$ cat src/sv/cbrd_pkg.sv
`timescale 1ns / 1ps
// ----------------------------------------------------------------------------
// cbrd_pkg
// Shared types and constants of the counter-based random draw block.
// ----------------------------------------------------------------------------
package cbrd_pkg;

   localparam int WORD_W   = 64;
   localparam int HALF_W   = 32;
   localparam int BOUND_W  = 32;
   localparam int SPAN_W   = 33;
   localparam int FRAC_W   = 53;
   localparam int PROB_W   = 54;

   localparam logic [WORD_W-1:0] GOLDEN_STEP = 64'h9E37_79B9_7F4A_7C15;
   localparam logic [WORD_W-1:0] MIX_MUL_A   = 64'hBF58_476D_1CE4_E5B9;
   localparam logic [WORD_W-1:0] MIX_MUL_B   = 64'h94D0_49BB_1331_11EB;

   localparam int SHIFT_A = 30;
   localparam int SHIFT_B = 27;
   localparam int SHIFT_C = 31;

   localparam logic [PROB_W-1:0] PROB_ONE = PROB_W'(1) << FRAC_W;

   typedef enum logic [1:0] {
      CMD_RAW  = 2'd0,
      CMD_INT  = 2'd1,
      CMD_FRAC = 2'd2,
      CMD_BOOL = 2'd3
   } cmd_type;

   typedef enum logic [2:0] {
      ST_IDLE,
      ST_SCALE,
      ST_MIX_A,
      ST_MIX_B,
      ST_REDUCE,
      ST_RESPOND
   } state_type;

endpackage

$ cat src/sv/cbrd_req_if.sv
`timescale 1ns / 1ps
// ----------------------------------------------------------------------------
// cbrd_req_if
// Request channel: draw command, integer range bounds and probability.
// ----------------------------------------------------------------------------
interface cbrd_req_if;
   logic               valid;
   logic               ready;
   logic        [1:0]  command;
   logic signed [31:0] range_low;
   logic signed [31:0] range_high;
   logic        [53:0] probability;

   modport source (output valid, command, range_low, range_high, probability,
                   input ready);
   modport sink   (input valid, command, range_low, range_high, probability,
                   output ready);
endinterface

$ cat src/sv/cbrd_rsp_if.sv
`timescale 1ns / 1ps
// ----------------------------------------------------------------------------
// cbrd_rsp_if
// Response channel: raw word, derived results and the draw number.
// ----------------------------------------------------------------------------
interface cbrd_rsp_if;
   logic               valid;
   logic               ready;
   logic        [63:0] raw_value;
   logic signed [31:0] int_value;
   logic        [52:0] unit_fraction;
   logic               bool_value;
   logic        [63:0] draw_number;
   logic               range_error;

   modport source (output valid, raw_value, int_value, unit_fraction, bool_value,
                   draw_number, range_error, input ready);
   modport sink   (input valid, raw_value, int_value, unit_fraction, bool_value,
                   draw_number, range_error, output ready);
endinterface

$ cat src/sv/counter_based_random_draw.sv
`timescale 1ns / 1ps
// ----------------------------------------------------------------------------
// counter_based_random_draw
// Counter-indexed splitmix64 draw unit with range, fraction and boolean results.
// ----------------------------------------------------------------------------
// Each request beat on req_chan consumes one draw: the draw counter steps, the
// scaled counter plus the seed is mixed, and one response beat follows on
// rsp_chan. The seed is written through csr_wr_en and csr_wr_data; the user
// must write it only while the block is idle, as the block does not enforce
// this. One shared 32 by 32 multiplier forms each of the three 64-bit products
// in turn; a bit-serial remainder unit then reduces a valid integer range draw.
// The block works on one item at a time: req_chan.ready is low from the
// request beat until the response beat is taken, and the response holds while
// the receiver stalls. Reset clears the draw counter and the seed and leaves
// the block idle.
// ----------------------------------------------------------------------------
module counter_based_random_draw
   import cbrd_pkg::*;
(
   input  logic              clock,
   input  logic              reset,
   cbrd_req_if.sink          req_chan,
   cbrd_rsp_if.source        rsp_chan,
   input  logic              csr_wr_en,
   input  logic [WORD_W-1:0] csr_wr_data
);

   state_type          state_ff, state_in;
   logic [WORD_W-1:0]  seed_ff, counter_ff, raw_ff;
   cmd_type            cmd_ff;
   logic [BOUND_W-1:0] low_ff, ival_ff;
   logic [SPAN_W-1:0]  span_ff;
   logic [PROB_W-1:0]  prob_ff;
   logic               err_ff, bool_ff;

   logic               mul_start, mul_done, mod_start, mod_done;
   logic [WORD_W-1:0]  mul_a, mul_b, mul_p, mixed, raw_in;
   logic [BOUND_W-1:0] mod_rem;
   logic               accept, load_raw, load_int;
   logic [SPAN_W-1:0]  span_in;
   logic [PROB_W-1:0]  prob_in;
   logic               err_in;

   cbrd_mul u_mul (
      .clock   (clock),
      .reset   (reset),
      .start   (mul_start),
      .op_a    (mul_a),
      .op_b    (mul_b),
      .done    (mul_done),
      .product (mul_p)
   );

   cbrd_mod u_mod (
      .clock     (clock),
      .reset     (reset),
      .start     (mod_start),
      .dividend  (raw_in),
      .divisor   (span_ff),
      .done      (mod_done),
      .remainder (mod_rem)
   );

   assign accept  = req_chan.valid && req_chan.ready;
   assign mixed   = seed_ff + mul_p;
   assign raw_in  = mul_p ^ (mul_p >> SHIFT_C);
   assign span_in = SPAN_W'({req_chan.range_high[BOUND_W-1], req_chan.range_high}
                            - {req_chan.range_low[BOUND_W-1], req_chan.range_low}
                            + SPAN_W'(1));
   assign err_in  = (cmd_type'(req_chan.command) == CMD_INT)
                    && (req_chan.range_low > req_chan.range_high);
   assign prob_in = (req_chan.probability > PROB_ONE) ? PROB_ONE : req_chan.probability;

   always_comb begin
      state_in = state_ff;
      unique case (state_ff)
         ST_IDLE:    if (req_chan.valid) state_in = ST_SCALE;
         ST_SCALE:   if (mul_done) state_in = ST_MIX_A;
         ST_MIX_A:   if (mul_done) state_in = ST_MIX_B;
         ST_MIX_B: begin
            if (mul_done) begin
               if (cmd_ff == CMD_INT && !err_ff) begin
                  state_in = ST_REDUCE;
               end else begin
                  state_in = ST_RESPOND;
               end
            end
         end
         ST_REDUCE:  if (mod_done) state_in = ST_RESPOND;
         ST_RESPOND: if (rsp_chan.ready) state_in = ST_IDLE;
         default:    state_in = ST_IDLE;
      endcase
   end

   always_comb begin
      mul_start = 1'b0;
      mod_start = 1'b0;
      mul_a     = counter_ff + WORD_W'(1);
      mul_b     = GOLDEN_STEP;
      load_raw  = 1'b0;
      load_int  = 1'b0;
      unique case (state_ff)
         ST_IDLE:  mul_start = req_chan.valid;
         ST_SCALE: begin
            mul_start = mul_done;
            mul_a     = mixed ^ (mixed >> SHIFT_A);
            mul_b     = MIX_MUL_A;
         end
         ST_MIX_A: begin
            mul_start = mul_done;
            mul_a     = mul_p ^ (mul_p >> SHIFT_B);
            mul_b     = MIX_MUL_B;
         end
         ST_MIX_B: begin
            load_raw  = mul_done;
            mod_start = mul_done && (cmd_ff == CMD_INT) && !err_ff;
         end
         ST_REDUCE:  load_int = mod_done;
         ST_RESPOND: ;
         default: ;
      endcase
   end

   always_ff @(posedge clock) begin
      if (reset) begin
         state_ff   <= ST_IDLE;
         seed_ff    <= '0;
         counter_ff <= '0;
      end else begin
         state_ff <= state_in;
         if (csr_wr_en) begin
            seed_ff <= csr_wr_data;
         end
         if (accept) begin
            counter_ff <= counter_ff + WORD_W'(1);
         end
      end
   end

   always_ff @(posedge clock) begin
      if (accept) begin
         cmd_ff  <= cmd_type'(req_chan.command);
         low_ff  <= req_chan.range_low;
         span_ff <= span_in;
         err_ff  <= err_in;
         prob_ff <= prob_in;
      end
      if (load_raw) begin
         raw_ff  <= raw_in;
         ival_ff <= '0;
         bool_ff <= (cmd_ff == CMD_BOOL)
                    && (PROB_W'(raw_in[WORD_W-1:WORD_W-FRAC_W]) < prob_ff);
      end
      if (load_int) begin
         ival_ff <= low_ff + mod_rem;
      end
   end

   assign req_chan.ready         = (state_ff == ST_IDLE);
   assign rsp_chan.valid         = (state_ff == ST_RESPOND);
   assign rsp_chan.raw_value     = raw_ff;
   assign rsp_chan.int_value     = ival_ff;
   assign rsp_chan.unit_fraction = raw_ff[WORD_W-1:WORD_W-FRAC_W];
   assign rsp_chan.bool_value    = bool_ff;
   assign rsp_chan.draw_number   = counter_ff;
   assign rsp_chan.range_error   = err_ff;

endmodule

$ cat src/sv/cbrd_mul.sv
`timescale 1ns / 1ps
// ----------------------------------------------------------------------------
// cbrd_mul
// Low 64 bits of a 64 by 64 product from three 32 by 32 partial products.
// ----------------------------------------------------------------------------
module cbrd_mul
   import cbrd_pkg::*;
(
   input  logic              clock,
   input  logic              reset,
   input  logic              start,
   input  logic [WORD_W-1:0] op_a,
   input  logic [WORD_W-1:0] op_b,
   output logic              done,
   output logic [WORD_W-1:0] product
);

   logic [WORD_W-1:0] a_ff, b_ff, pp_ff, acc_ff;
   logic [1:0]        step_ff;
   logic              busy_ff, done_ff;
   logic [HALF_W-1:0] sel_a, sel_b;

   always_comb begin
      sel_a = a_ff[HALF_W-1:0];
      sel_b = b_ff[HALF_W-1:0];
      case (step_ff)
         2'd1: sel_a = a_ff[WORD_W-1:HALF_W];
         2'd2: sel_b = b_ff[WORD_W-1:HALF_W];
         default: ;
      endcase
   end

   always_ff @(posedge clock) begin
      if (reset) begin
         busy_ff <= 1'b0;
         step_ff <= 2'd0;
         done_ff <= 1'b0;
      end else begin
         done_ff <= busy_ff && (step_ff == 2'd3);
         if (start) begin
            busy_ff <= 1'b1;
            step_ff <= 2'd0;
         end else if (busy_ff) begin
            step_ff <= step_ff + 2'd1;
            if (step_ff == 2'd3) begin
               busy_ff <= 1'b0;
            end
         end
      end
   end

   always_ff @(posedge clock) begin
      if (start) begin
         a_ff <= op_a;
         b_ff <= op_b;
      end
      if (busy_ff) begin
         pp_ff <= WORD_W'(sel_a) * WORD_W'(sel_b);
         case (step_ff)
            2'd0: acc_ff <= '0;
            2'd1: acc_ff <= pp_ff;
            default: acc_ff <= acc_ff + {pp_ff[HALF_W-1:0], {HALF_W{1'b0}}};
         endcase
      end
   end

   assign done    = done_ff;
   assign product = acc_ff;

endmodule

$ cat src/sv/cbrd_mod.sv
`timescale 1ns / 1ps
// ----------------------------------------------------------------------------
// cbrd_mod
// Bit-serial restoring remainder of a 64-bit word by a 33-bit span.
// ----------------------------------------------------------------------------
module cbrd_mod
   import cbrd_pkg::*;
(
   input  logic               clock,
   input  logic               reset,
   input  logic               start,
   input  logic [WORD_W-1:0]  dividend,
   input  logic [SPAN_W-1:0]  divisor,
   output logic               done,
   output logic [BOUND_W-1:0] remainder
);

   localparam int CNT_W = $clog2(WORD_W);

   logic [WORD_W-1:0]  dvd_ff;
   logic [SPAN_W-1:0]  div_ff;
   logic [BOUND_W-1:0] rem_ff;
   logic [CNT_W-1:0]   cnt_ff;
   logic               busy_ff, done_ff;
   logic [SPAN_W-1:0]  trial;
   logic [SPAN_W-1:0]  diff;

   assign trial = {rem_ff, dvd_ff[WORD_W-1]};
   assign diff  = trial - div_ff;

   always_ff @(posedge clock) begin
      if (reset) begin
         busy_ff <= 1'b0;
         cnt_ff  <= '0;
         done_ff <= 1'b0;
      end else begin
         done_ff <= busy_ff && (cnt_ff == CNT_W'(WORD_W - 1));
         if (start) begin
            busy_ff <= 1'b1;
            cnt_ff  <= '0;
         end else if (busy_ff) begin
            cnt_ff <= cnt_ff + CNT_W'(1);
            if (cnt_ff == CNT_W'(WORD_W - 1)) begin
               busy_ff <= 1'b0;
            end
         end
      end
   end

   always_ff @(posedge clock) begin
      if (start) begin
         dvd_ff <= dividend;
         div_ff <= divisor;
         rem_ff <= '0;
      end else if (busy_ff) begin
         dvd_ff <= {dvd_ff[WORD_W-2:0], 1'b0};
         if (trial >= div_ff) begin
            rem_ff <= diff[BOUND_W-1:0];
         end else begin
            rem_ff <= trial[BOUND_W-1:0];
         end
      end
   end

   assign done      = done_ff;
   assign remainder = rem_ff;

endmodule

$ cat src/flat_wrapper.sv
// flat-port wrapper written by rule: the top's interface ports become plain ports
module counter_based_random_draw_flat import cbrd_pkg::*;
  (clock, reset, csr_wr_en, csr_wr_data, req_chan_valid, req_chan_command, req_chan_range_low, req_chan_range_high, req_chan_probability, req_chan_ready, rsp_chan_valid, rsp_chan_raw_value, rsp_chan_int_value, rsp_chan_unit_fraction, rsp_chan_bool_value, rsp_chan_draw_number, rsp_chan_range_error, rsp_chan_ready);
  cbrd_req_if req_chan_i ();
  cbrd_rsp_if rsp_chan_i ();
  input  logic clock;
  input  logic reset;
  input  logic csr_wr_en;
  input  logic [WORD_W-1:0] csr_wr_data;
  input wire logic [$bits(req_chan_i.valid)-1:0] req_chan_valid;
  input wire logic [$bits(req_chan_i.command)-1:0] req_chan_command;
  input wire logic [$bits(req_chan_i.range_low)-1:0] req_chan_range_low;
  input wire logic [$bits(req_chan_i.range_high)-1:0] req_chan_range_high;
  input wire logic [$bits(req_chan_i.probability)-1:0] req_chan_probability;
  output wire logic [$bits(req_chan_i.ready)-1:0] req_chan_ready;
  output wire logic [$bits(rsp_chan_i.valid)-1:0] rsp_chan_valid;
  output wire logic [$bits(rsp_chan_i.raw_value)-1:0] rsp_chan_raw_value;
  output wire logic [$bits(rsp_chan_i.int_value)-1:0] rsp_chan_int_value;
  output wire logic [$bits(rsp_chan_i.unit_fraction)-1:0] rsp_chan_unit_fraction;
  output wire logic [$bits(rsp_chan_i.bool_value)-1:0] rsp_chan_bool_value;
  output wire logic [$bits(rsp_chan_i.draw_number)-1:0] rsp_chan_draw_number;
  output wire logic [$bits(rsp_chan_i.range_error)-1:0] rsp_chan_range_error;
  input wire logic [$bits(rsp_chan_i.ready)-1:0] rsp_chan_ready;
  assign req_chan_i.valid = req_chan_valid;
  assign req_chan_i.command = req_chan_command;
  assign req_chan_i.range_low = req_chan_range_low;
  assign req_chan_i.range_high = req_chan_range_high;
  assign req_chan_i.probability = req_chan_probability;
  assign req_chan_ready = req_chan_i.ready;
  assign rsp_chan_valid = rsp_chan_i.valid;
  assign rsp_chan_raw_value = rsp_chan_i.raw_value;
  assign rsp_chan_int_value = rsp_chan_i.int_value;
  assign rsp_chan_unit_fraction = rsp_chan_i.unit_fraction;
  assign rsp_chan_bool_value = rsp_chan_i.bool_value;
  assign rsp_chan_draw_number = rsp_chan_i.draw_number;
  assign rsp_chan_range_error = rsp_chan_i.range_error;
  assign rsp_chan_i.ready = rsp_chan_ready;
  counter_based_random_draw u_core (.clock(clock), .reset(reset), .req_chan(req_chan_i), .rsp_chan(rsp_chan_i), .csr_wr_en(csr_wr_en), .csr_wr_data(csr_wr_data));
endmodule
$ cat config.mk
export PLATFORM = sky130hd
export DESIGN_NAME = counter_based_random_draw_flat
export DESIGN_NICKNAME = d
export VERILOG_FILES = /design/src/sv/cbrd_pkg.sv /design/src/sv/cbrd_req_if.sv /design/src/sv/cbrd_rsp_if.sv /design/src/sv/counter_based_random_draw.sv /design/src/sv/cbrd_mul.sv /design/src/sv/cbrd_mod.sv /design/src/flat_wrapper.sv
export SDC_FILE = /design/constraint.sdc
export NUM_CORES = 2
export LEC_CHECK = 0
export BUFFER_PORTS_ARGS = -buffer_cell sky130_fd_sc_hd__buf_2
export CAP_MARGIN = 20
export CELL_PAD_IN_SITES_DETAIL_PLACEMENT = 1
export CELL_PAD_IN_SITES_GLOBAL_PLACEMENT = 1
export CORE_MARGIN = 2
export CORE_UTILIZATION = 50
export DETAILED_ROUTE_END_ITERATION = 12
export PLACE_DENSITY = 0.91
export SYNTH_ARGS = -nofsm -noshare
export SYNTH_HDL_FRONTEND = slang
export SYNTH_SLANG_ARGS = --single-unit
$ cat constraint.sdc
create_clock -name clock -period 13.2 [get_ports clock]
set_input_delay 2.64 -clock clock [delete_from_list [all_inputs] [get_ports clock]]
set_output_delay 2.64 -clock clock [all_outputs]
set_load 0.05 [all_outputs]
Yosys cells after proc, flatten, opt, wreduce, memory -nomap -nowiden. Index checks and enable logic that the tools add are counted.

Logic and storage cells: 104. Flip-flop bits (word level): 747. Output and inout port bits: 217. Input port bits: 189.

Reductions and logical operators: 17. Add/subtract/negate cells: 9. Bitwise operators: 3. Multiplexer cells: 28. $lt $le $gt $ge: 4. Equal/unequal tests: 18. Multipliers: 1.

Operators by type and width (count): $pmux 64 s2 (2); $mux 32 (5); $add 64x64->64 (2); $mux 64 (2); $pmux 62 s2 (1); $add 64x1->64 const B (1); $mul 32x32->64 (1); $xor 64x33->64 (1); $xor 64x34->64 (1); $xor 64x37->64 (1); $gt 54x54->1 const B (1); $lt 53x54->1 (1); $add 33x1->33 const B (1); $ge 33x33->1 (1); $sub 32x32->33 (1); $add 32x32->32 (1); $gt 32x32->1 (1); $sub 32x32->32 (1); $mux 3 (6); $pmux 3 s6 (1); $mux 1 (10); $ne 2x2->1 const B (5); $logic_and 1x1->1 (8); $add 6x1->6 const B (1); 15 further kinds (24).

Logic depth before layout (Yosys ltp).
Word-level depth: 5. Gate-level depth with buffers: 37. Gate-level depth less buffers: 33.

Modules after synthesis. A second synthesis with hierarchy kept.

Cells, all modules: 7862. Area, all modules: 76032.9 um2.

Modules (own cells, without submodules): cbrd_mul (area an instance 43112.6 um2, cells an instance 4396, instances 1); counter_based_random_draw (area an instance 25673.4 um2, cells an instance 2810, instances 1); cbrd_mod (area an instance 7247.0 um2, cells an instance 656, instances 1).

Worst setup path before layout. OpenSTA, ideal clock, no wires.

Kind: flip-flop to flip-flop. From: register u_core.u_mul.step_ff[1]. To: register u_core.u_mul.pp_ff[63], data pin. Arrival time: 8.673 ns. Buffers on the path: 4. Cell stages (with the launch flop): 33. Path slack: 4.267 ns. Period minus slack after synthesis: 8.933 ns. Path through: dfxtp_1 > inv_1 > ha_1 > clkbuf_1 > buf_1 > mux2_2 > inv_1 > buf_1 > nor2_1 > fa_1 > fa_1 > fa_1 > inv_1 > fa_1 > fa_1 > inv_1 > ha_1 > fa_1 > fa_1 > ha_1 > clkbuf_1 > a21o_1 > a21o_1 > a21o_1 > o31a_1 > a21oi_1 > o2111ai_1 > a311o_1 > a311o_1 > nand4_1 > nand2_1 > a21oi_1 > xnor2_1.

Cells in the longest elaborated chain, start to end: 3. Elaborated cells between the ends (all ways): 5. Those cells by class: mul (1); eq/ne (2); mux (2).

RTL lines: start: declaration (RTL line cbrd_mul.sv:19) `logic [1:0] step_ff;`; start signal: assignment (RTL line cbrd_mul.sv:44) `step_ff <= step_ff + 2'd1;`; $eq 2x1->1 / $eq 2x2->1 (equally long branches) (RTL line cbrd_mul.sv:26) `case (step_ff)`; $mux 32 (RTL line cbrd_mul.sv:26); $mul 32x32->64 (*) (RTL line cbrd_mul.sv:58) `pp_ff <= WORD_W'(sel_a) * WORD_W'(sel_b);`; end signal: assignment (RTL line cbrd_mul.sv:58); end: declaration (RTL line cbrd_mul.sv:18) `logic [WORD_W-1:0] a_ff, b_ff, pp_ff, acc_ff;`.

Every way passes the cells marked *; elsewhere a longest branch is shown, timed or not. A chain may end at the register's enable or synchronous reset.

Final worst setup path.
From: register u_core.u_mul.step_ff[1]. To: register u_core.u_mul.pp_ff[60], data pin.

Same word-level chain as after synthesis.

==> flow_summary.rst <==
.. list-table::
   :header-rows: 1

   * - Metric
     - Value
   * - Vias in the first global route
     - 65400
   * - Source-to-sink clock delay at the later pin of the worst-skew pair
     - 720 ps
   * - Synthesized instance count
     - 7421
   * - Final number of hold-violating endpoints
     - 0
   * - Deepest clock path buffer count
     - 3
   * - Sum Neg Setup Slack
     - 0 ps
   * - Clock Skews
     - 86.0 ps
   * - Critical Path Start Type
     - flop
   * - Starting DRC count in detailed routing
     - 6853
   * - Largest area contributor in the synthesized netlist
     - fa_1
   * - Number of cells upsized or downsized after cts
     - 0
   * - CP Class
     - flop to flop
   * - RSZ-0062 raised after global routing
     - no
   * - TritonRoute pass-1 iters
     - 7
   * - Initial antenna violation count
     - 19
   * - Origin of the critical flop-to-flop path
     - u_core.u_mul.step_ff[1]$_SDFFE_PP0P_
   * - Combined area of the multi-input logic cells
     - 46700 sq um
   * - Seq/Total Area, Yosys
     - 0.265
   * - Clock Sinks
     - 689
   * - Total number of H-tree levels
     - 3
   * - Via-per-instance ratio
     - 6.33
   * - Capturing point of the worst reg2reg path
     - u_core.u_mul.pp_ff[60]$_DFFE_PP_
   * - Mapped cell area
     - 71400 sq um
   * - Final layout net count
     - 9318
   * - Cts hold-fix bufs
     - 0
   * - Depth of the worst register-to-register path
     - 32
   * - Post-CTS setup buffers
     - 0
   * - Kind of end point of the critical path
     - flop
   * - TritonCTS clock tree
     - done
   * - Share of flip-flops with an asynchronous set or reset after synthesis
     - 0
   * - Reg-to-reg slack, setup
     - 2030 ps
   * - Post-Route Utilization
     - 0.550
   * - Maximum fanout count along the critical path
     - 48
   * - Total placed cells including tap cells
     - 9462
   * - Count of input and output buffers
     - 405
   * - Global routing usage summed across all routing layers
     - 0.417
   * - Final setup viols
     - 0
   * - Chip Height
     - 382 microns
   * - Final RePlAce weighted congestion
     - 1.04
   * - CTS Root Buffer Type
     - clkbuf_16
   * - Distinct cells, synth
     - 83
   * - Rows
     - 138
   * - Min-Delay Path Class
     - flop to flop
   * - Number of cells traversed by the worst hold path
     - 0
   * - Post-Layout Cell Count
     - 9613
   * - Placeable core region
     - 142000 sq um
   * - Avg WL per Cell
     - 31.9 microns
   * - Total overflow reported by the global router
     - 0
   * - Share of the synthesized area in the top cell type
     - 0.253
   * - Crit-path most repeated cell
     - fa_1
   * - Maximum clock frequency
     - 89.5 MHz
   * - Register area
     - 18900 sq um
   * - Largest net degree at the start of global routing
     - 90
   * - Top area cells in the synthesized netlist
     - fa_1 25%, edfxtp_1 22%, ha_1 10%
   * - Starting utilization of the core area
     - 0.504
   * - Fill cells
     - 15900
   * - Relative slew slack
     - 0.136
   * - #FFs+latches synth
     - 689
   * - Syn. warnings
     - 0
   * - Dominant cell by count in the synthesized netlist
     - inv_1
   * - I/O pin total
     - 406
   * - Most frequently used flop master after synthesis
     - edfxtp_1
   * - Period utilization
     - 0.846
   * - WL final
     - 307000 microns
   * - Destination of the worst hold path
     - u_core.u_mod.div_ff[7]$_DFFE_PP_
   * - Post-detail-place hpwl
     - 240000 microns
   * - Die X-Extent
     - 382 microns
   * - Fraction of final layout cells with drive strength greater than 1
     - 0.0923
   * - Actual slew at the worst max-slew pin
     - 1300 ps
   * - Routed via count
     - 60900
   * - Die Footprint
     - 146000 sq um
   * - Area Overhead vs Synth
     - 9.10%
   * - Worst-path clk slew
     - 70 ps
   * - Worst EP arrival
     - 11610 ps
   * - Average footprint of a synthesized cell
     - 9.62 sq um
   * - Remaining antenna violation count
     - 0
   * - Run status
     - finished, final reports clean
   * - Max-cap violation count
     - 0
   * - Library cell contributing the largest single delay on the critical path
     - inv_1
   * - Post-Syn Nets
     - 9086
   * - Cts bufs inserted
     - 74
   * - Max stage delay on crit path
     - 720 ps
   * - Minimum clock period after layout
     - 11170 ps
   * - Post-route DRC violation count
     - 0
   * - First-pass GRT wire length
     - 444000 microns
   * - Hold path startpoint
     - u_core.span_ff[7]$_DFFE_PP_
   * - Pins over their slew limit
     - 0
   * - Number of enable flip-flop cells after synthesis
     - 514
   * - Ranking of synthesized cells by instance count
     - 1146 x inv_1, 902 x fa_1, 781 x nor2_1, 735 x nand2_1, 574 x ha_1
   * - CP required
     - 13640 ps
==> cells by family (layout without fill, tap and decap cells) <==
kind of cell	count (synthesis)	after routing	share of synthesized area
XOR/XNOR	440	440	0.0546
AND/OR/NAND/NOR	2174	2174	0.135
multiplexers	109	109	0.0157
adder cells (fa/ha/maj)	1476	1476	0.354
other	0	8	0
flip-flops	689	689	0.265
buffers and inverters	1501	1795	0.0819
AO/OA/AOI/OAI	1032	1032	0.0935
==> layout by cell type, fill, tap and decap left out, types with 76 or more instances in the layout <==
master	synthesis	final
nand2_1	735	730
clkbuf_16	0	76
mux2i_1	87	81
buf_4	54	92
a21oi_1	296	292
edfxtp_1	514	514
o21ai_0	206	206
dfxtp_1	175	173
nor2_1	781	780
nand3_1	93	93
and2_1	116	115
xor2_1	224	224
buf_2	4	403
xnor2_1	213	213
ha_1	574	573
inv_1	1146	1144
nor3_1	104	104
nand4_1	77	77
a21o_1	153	153
fa_1	902	902
==> worst max-delay path, delay by kind of cell (launching register included) <==
family / cells / cell delay [ps]
muxes: 1 / 150
adders and majority gates: 10 / 5110
xor gates and xnor gates: 1 / 120
AOI/OAI and AO/OA: 9 / 2330
buffers and inverters: 8 / 1340
and+or+nand+nor: 3 / 1400
DFF: 1 / 380
==> registers in the layout, summed over array words and instances (netlist names), 54 cells and up <==
register                     cells
u_core.seed_ff                  64
u_core.prob_ff                  54
u_core.rsp_chan.draw_number     64
u_core.u_mul.product            64
u_core.u_mul.a_ff               64
u_core.u_mod.dvd_ff             64
u_core.u_mul.pp_ff              64
u_core.rsp_chan.raw_value       64
==> how the worst max path moves through the flow <==
stage | endpoint | slack (ps) | cells past startpoint | from
after floorplan | u_core.u_mul.pp_ff[63]$_DFFE_PP_ | 4270 | 32 | u_core.u_mul.step_ff[1]$_SDFFE_PP0P_
after CTS | u_core.u_mul.pp_ff[60]$_DFFE_PP_ | 2300 | 32 | u_core.u_mul.step_ff[1]$_SDFFE_PP0P_
after global placement | u_core.u_mul.pp_ff[61]$_DFFE_PP_ | 1370 | 29 | u_core.u_mul.step_ff[1]$_SDFFE_PP0P_
after detailed placement | u_core.u_mul.pp_ff[60]$_DFFE_PP_ | 2400 | 31 | u_core.u_mul.step_ff[0]$_SDFFE_PP0P_
final | u_core.u_mul.pp_ff[60]$_DFFE_PP_ | 2030 | 32 | u_core.u_mul.step_ff[1]$_SDFFE_PP0P_
after global routing | u_core.u_mul.pp_ff[60]$_DFFE_PP_ | 1800 | 32 | u_core.u_mul.step_ff[1]$_SDFFE_PP0P_
==> layout make-up <==
class | count | share of cell area
clock inverter | 38 | 0.00667
inverter | 1155 | 0.0558
antenna | 8 | 0.000257
sequential | 689 | 0.243
timing repair buffer | 502 | 0.0363
clock buffer | 100 | 0.0275
tap | 1890 | 0.0304
multi-input combinational | 5231 | 0.600
==> metrics by stage <==
step	cell area [sq um]	hold slack, ps	setup slack, ps
2_1_floorplan	71400	400	4270
3_5_place_dp	75100	408	2400
5_1_grt	77800	401	1800
6_report	77900	407	2030
4_1_cts	77800	396	2300
3_3_place_gp	75100	400	1370
==> per-layer routing <==
metal,GRT usage,part of all wire
met5,0,0.00032
met1,0.491,0.35
met4,0.318,0.096
met3,0.108,0.11
met2,0.654,0.45
Power is left out: the tool's default activity adds up to more than one toggle a clock period on the data nets, which glitch-free logic cannot reach.
